<file path="config.mk">
export PLATFORM = sky130hd
export DESIGN_NAME = ikht_ram
export DESIGN_NICKNAME = d
export VERILOG_FILES = /design/src/rtl/core/ikht_ram.sv
export SDC_FILE = /design/constraint.sdc
export NUM_CORES = 2
export LEC_CHECK = 0
export BUFFER_PORTS_ARGS = -buffer_cell sky130_fd_sc_hd__buf_2
export CAP_MARGIN = 10
export CORE_AREA = 2 2 434 436
export CTS_CLUSTER_DIAMETER = 100
export DETAILED_ROUTE_END_ITERATION = 8
export DIE_AREA = 0 0 436 438
export GPL_ROUTABILITY_DRIVEN = 0
export GPL_TIMING_DRIVEN = 0
export PLACE_DENSITY_LB_ADDON = 0.25
export SETUP_SLACK_MARGIN = 0.02
export SYNTH_ARGS = -nofsm -noshare
export SYNTH_HDL_FRONTEND = slang
export SYNTH_SLANG_ARGS = --single-unit
</file>
<file path="constraint.sdc">
create_clock -name clk -period 4.6 [get_ports clk]
set_clock_uncertainty 0.05 [all_clocks]
set_input_delay 0.92 -clock clk [delete_from_list [all_inputs] [get_ports clk]]
set_output_delay 0.92 -clock clk [all_outputs]
set_load 0.05 [all_outputs]
</file>
<file path="src/rtl/core/ikht_ram.sv">
// ----------------------------------------------------------------------------
// ikht_ram
// Generic single-write, single-read RAM with a registered read port.
// ----------------------------------------------------------------------------
module ikht_ram #(
	parameter int unsigned WIDTH = 8,
	parameter int unsigned DEPTH = 256
) (
	input  logic                     clk,
	input  logic                     we,
	input  logic [$clog2(DEPTH)-1:0] waddr,
	input  logic [WIDTH-1:0]         wdata,
	input  logic                     re,
	input  logic [$clog2(DEPTH)-1:0] raddr,
	output logic [WIDTH-1:0]         rdata
);

	logic [WIDTH-1:0] mem [DEPTH];

	// Write port and registered read port.
	always_ff @(posedge clk) begin
		if (we) begin
			mem[waddr] <= wdata;
		end
		if (re) begin
			rdata <= mem[raddr];
		end
	end

endmodule

</file>
### Word level (Yosys, flattened, before mapping)

Memory sizes are Yosys's and may differ from the RTL's. A register that Yosys moved wholly into a read port is not among the register bits.
Index checks and enable logic that the tools add are counted.
Widths: inputs -> output; s select.

* memories: 1
* memory bits (writable): 2048
* input port bits: 27
* register bits after elaboration: 0
* word-level logic and storage cells: 3
* output and inout bits: 8

* multiplexer cells: 2

Memory list
* mem: depth 256, bits a word 8, read ports 1, clocked after memory_dff 1, wr ports 1, RTL line 18 `logic [WIDTH-1:0] mem [DEPTH];`

Operators by type and width (number)
* $mux 1: 2

### Logic depth before layout (Yosys ltp)

* depth after elaboration: 2
* mapped depth: 11
* gate-level depth less buffers: 6

### Worst setup path before layout

OpenSTA, ideal clock, no wires.

* path kind: input to register
* start: input port raddr[0]
* end: register rdata[2] (read register of mem) (data pin)
* cell stages on the path: 9
* required time: 4.281 ns
* path slack: 1.554 ns
* library setup time: 0.269 ns
* data arrival time: 2.727 ns
* buffers on the path: 4
* path through: buf_6 -> buf_12 -> buf_8 -> buf_2 -> mux4_2 -> a22oi_1 -> a21oi_1 -> nor4_1 -> nor4_2

RTL lines
* start, declared: RTL line 14 `input logic [$clog2(DEPTH)-1:0] raddr,`
* end, declared: RTL line 15 `output logic [WIDTH-1:0] rdata`

==> metrics.txt <==
drt drc=0; Worst Path Buf+Inv=4; Leakage=27.7 nW; Slew HR=5.52%; CP endpoint kind=register; CP Cell Sequence=buf_2, buf_2, and2_1, buf_1, clkdlybuf4s15_1, a22oi_1, a21oi_1, nor4_1, nor4_2; Startpoint Class=primary input; CP startpoint=raddr[2]; pre-CTS WS=-1.29 ns; vias=41500; Crit Path Max Fanout=10; Seq cells post-synth=2056; register area share after synthesis=77.5%; Port Buffer Count=27; vias per cell=6.20; die area=191000 µm²; xor and xnor area share after synthesis=0%; Crit path required time=5.05 ns; mux contribution to synthesized area=14.6%; Root Driver=clkbuf_16; VDD IR max=0.371 mV; DR iter-0 viols=6615; Area Overhead vs Synth=13.4%; Final period util=103%; endpoints failing setup=5; final hold violations=0; final setup margin=-0.137 ns; cell area power density=438 nW/µm²; failing checks=setup timing; cts hold-fix bufs=0; pin count of the biggest net entering global routing=145; fillcell total=15300; most numerous cell on the critical path=buf_2; commonest non-fill, non-tap cell in the layout=edfxtp_1; number of enable flip-flop cells after synthesis=2056; Crit Path Class=primary input to register; Final Cell Area=90300 µm²; first-pass GRT wire length=333 mm; post-CTS setup buffers=0; RSZ-0062 raised after global routing=false; maximum clock rate=0.211 GHz; clock tree from TritonCTS=done; most frequent cells in the layout=edfxtp_1, mux4_2, nor2_1; post-synthesis compound-gate area fraction=3.42%; layout cell share with drive strength beyond 1=22.9%; slowest cell delay on critical path=0.94 ns; die height=438 µm; Worst path slowest cell=clkdlybuf4s15_1; Tightest Pin Transition=1.40 ns; I/O pin cnt=35; Hold Path Stages=1; initial antenna violation count=20; Ys Warns=0; dpl hpwl=163 mm; asr flop ratio synth=0%; routed wire length=243 mm; Distinct cells, synth=54; r2r setup slk=1.00 ns; Max clock buf depth=3; worst skew pair latency=0.85 ns; min-delay worst type=primary input to register; gr usage total=25.4%; worst r2r path cells=6; Hold Startpoint=re; Routed wire per std cell=36.4 µm; clock sinks=2056; Placeable Area=187000 µm²; Hold Crit Endpoint=rdata[5]; fin cells=6682; mapped cell area=79600 µm²; WP data arrival=5.19 ns; CP top delay family=buffers and inverters; Reg clk slew, reported paths=0.06 ns; GRT Residual Overflow=0; # placed instances=6288; Post-Synth Adder-Cell Area=0%; setup TNS=-0.469 ns; Period minus WS final=4.74 ns; first-pass detailed-route iteration total=8; Top FF cell, synth=edfxtp_1; max_cap viols=0; antenna viol nets, final=0; status=finished, violations left; dpl cell area=83600 µm²; r2r endpoint=rdata[3]; Reg-to-Reg Start=mem[80][3]; number of global-route vias before repair=40600; simple-gate share of the synthesized area=2.63%; Final nets=4029; largest family of logic cells by synthesized area=multiplexers; Rows=159; cells after synthesis=3733; post-synth net total=3760; Max Slew Vio Count=0; Initial Util=42.7%; Num CTS Buffers=203; Die Width=436 µm; H-Tree Depth=4; Avg Inst Size Synth=21.3 µm²
==> worst max path at each step <==
stage / end / cells after the start / slack, ns
floorplan: rdata[2] / 9 / 1.55
global placement: rdata[3] / 7 / -1.85
detailed placement: rdata[4] / 9 / -1.29
CTS: rdata[3] / 9 / 0.02
global route: rdata[3] / 9 / 0.03
finish: rdata[3] / 9 / -0.14
==> layer usage <==
| metal | vias up | track usage (%) | part of all wire (%) |
|---|---|---|---|
| met2 | 2471 | 39.1 | 46 |
| met5 | - | 0 | 0.016 |
| li1 | 16300 | - | - |
| met4 | 6 | 10.8 | 4.6 |
| met3 | 455 | 6.25 | 11 |
| met1 | 22200 | 34.6 | 38 |
==> kinds of logic (layout without fill, tap and decap cells) <==
group	after synthesis	count (layout)
buffers and inverters	235	677
muxes	591	591
other	0	12
DFF	2056	2056
AOI/OAI and AO/OA	385	385
and+or+nand+nor	466	466
==> synthesized netlist by cell type (3+ instances only) <==
| master | number | share of area, % |
|---|---|---|
| edfxtp_1 | 2056 | 78 |
| mux4_2 | 454 | 13 |
| nor2_1 | 282 | 1.3 |
| mux2i_1 | 134 | 1.7 |
| a22oi_1 | 133 | 1.3 |
| clkbuf_1 | 111 | 0.52 |
| a21oi_1 | 96 | 0.60 |
| o221ai_1 | 46 | 0.51 |
| nand3_1 | 34 | 0.21 |
| nand2_1 | 33 | 0.16 |
| buf_2 | 31 | 0.19 |
| nor2b_1 | 31 | 0.24 |
| o22ai_1 | 28 | 0.22 |
| buf_4 | 27 | 0.25 |
| nor4_1 | 24 | 0.19 |
| buf_1 | 22 | 0.10 |
| nor3_1 | 22 | 0.14 |
| buf_6 | 21 | 0.30 |
| a211oi_1 | 16 | 0.15 |
| a221oi_1 | 13 | 0.14 |
| buf_8 | 13 | 0.25 |
| nand4_1 | 10 | 0.079 |
| o211ai_1 | 10 | 0.094 |
| o21ai_0 | 10 | 0.063 |
| a22o_1 | 8 | 0.088 |
| buf_12 | 8 | 0.20 |
| nand2b_1 | 8 | 0.063 |
| and2_1 | 6 | 0.047 |
| o22a_1 | 5 | 0.055 |
| o32ai_1 | 4 | 0.044 |
| or2_2 | 4 | 0.031 |
| nor4_2 | 3 | 0.047 |
==> flip-flops by register name (all words and copies together), names as in the netlist <==
register	flops
rdata	8
mem	2048
==> through the flow <==
stage	total power [mW]	util (%)	hold WS (ns)
3_3_place_gp	23.3	44.4	1.20
3_5_place_dp	23.3	44.8	1.23
2_1_floorplan	22.1	-	0.814
4_1_cts	39.7	48.3	0.335
5_1_grt	40.4	48.4	0.353
6_report	39.6	48.4	0.382
==> layout make-up <==
cell class / instances / area, µm² / area share, %
Tap cell: 2495 / 3120 / 3.46
Inverter: 2 / 7.51 / 0.00831
Buffer: 233 / 1490 / 1.65
Multi-Input combinational cell: 1442 / 16500 / 18.3
Sequential cell: 2056 / 61700 / 68.4
Clock buffer: 237 / 5290 / 5.86
Antenna cell: 12 / 30.0 / 0.0332
Timing Repair Buffer: 64 / 810 / 0.896
Clock inverter: 141 / 1330 / 1.48
==> where the power goes <==
| group | leakage (nW) | total [mW] | switching, mW | internal, mW |
|---|---|---|---|---|
| combinational | 6.01 | 2.26 | 1.58 | 0.678 |
| clock | 3.24 | 16.6 | 7.22 | 9.42 |
| sequential | 18.5 | 20.7 | 0.0111 | 20.7 |
| total | 27.7 | 39.6 | 8.82 | 30.8 |
==> repair_timing <==
action | CTS | global route
pin swaps | 0 | 0
resized for setup | 6 | 6
endpoints found under the hold margin | 0 | 0
setup endpoints to repair | 5 | 2
(Power assumes the default switching activity.)
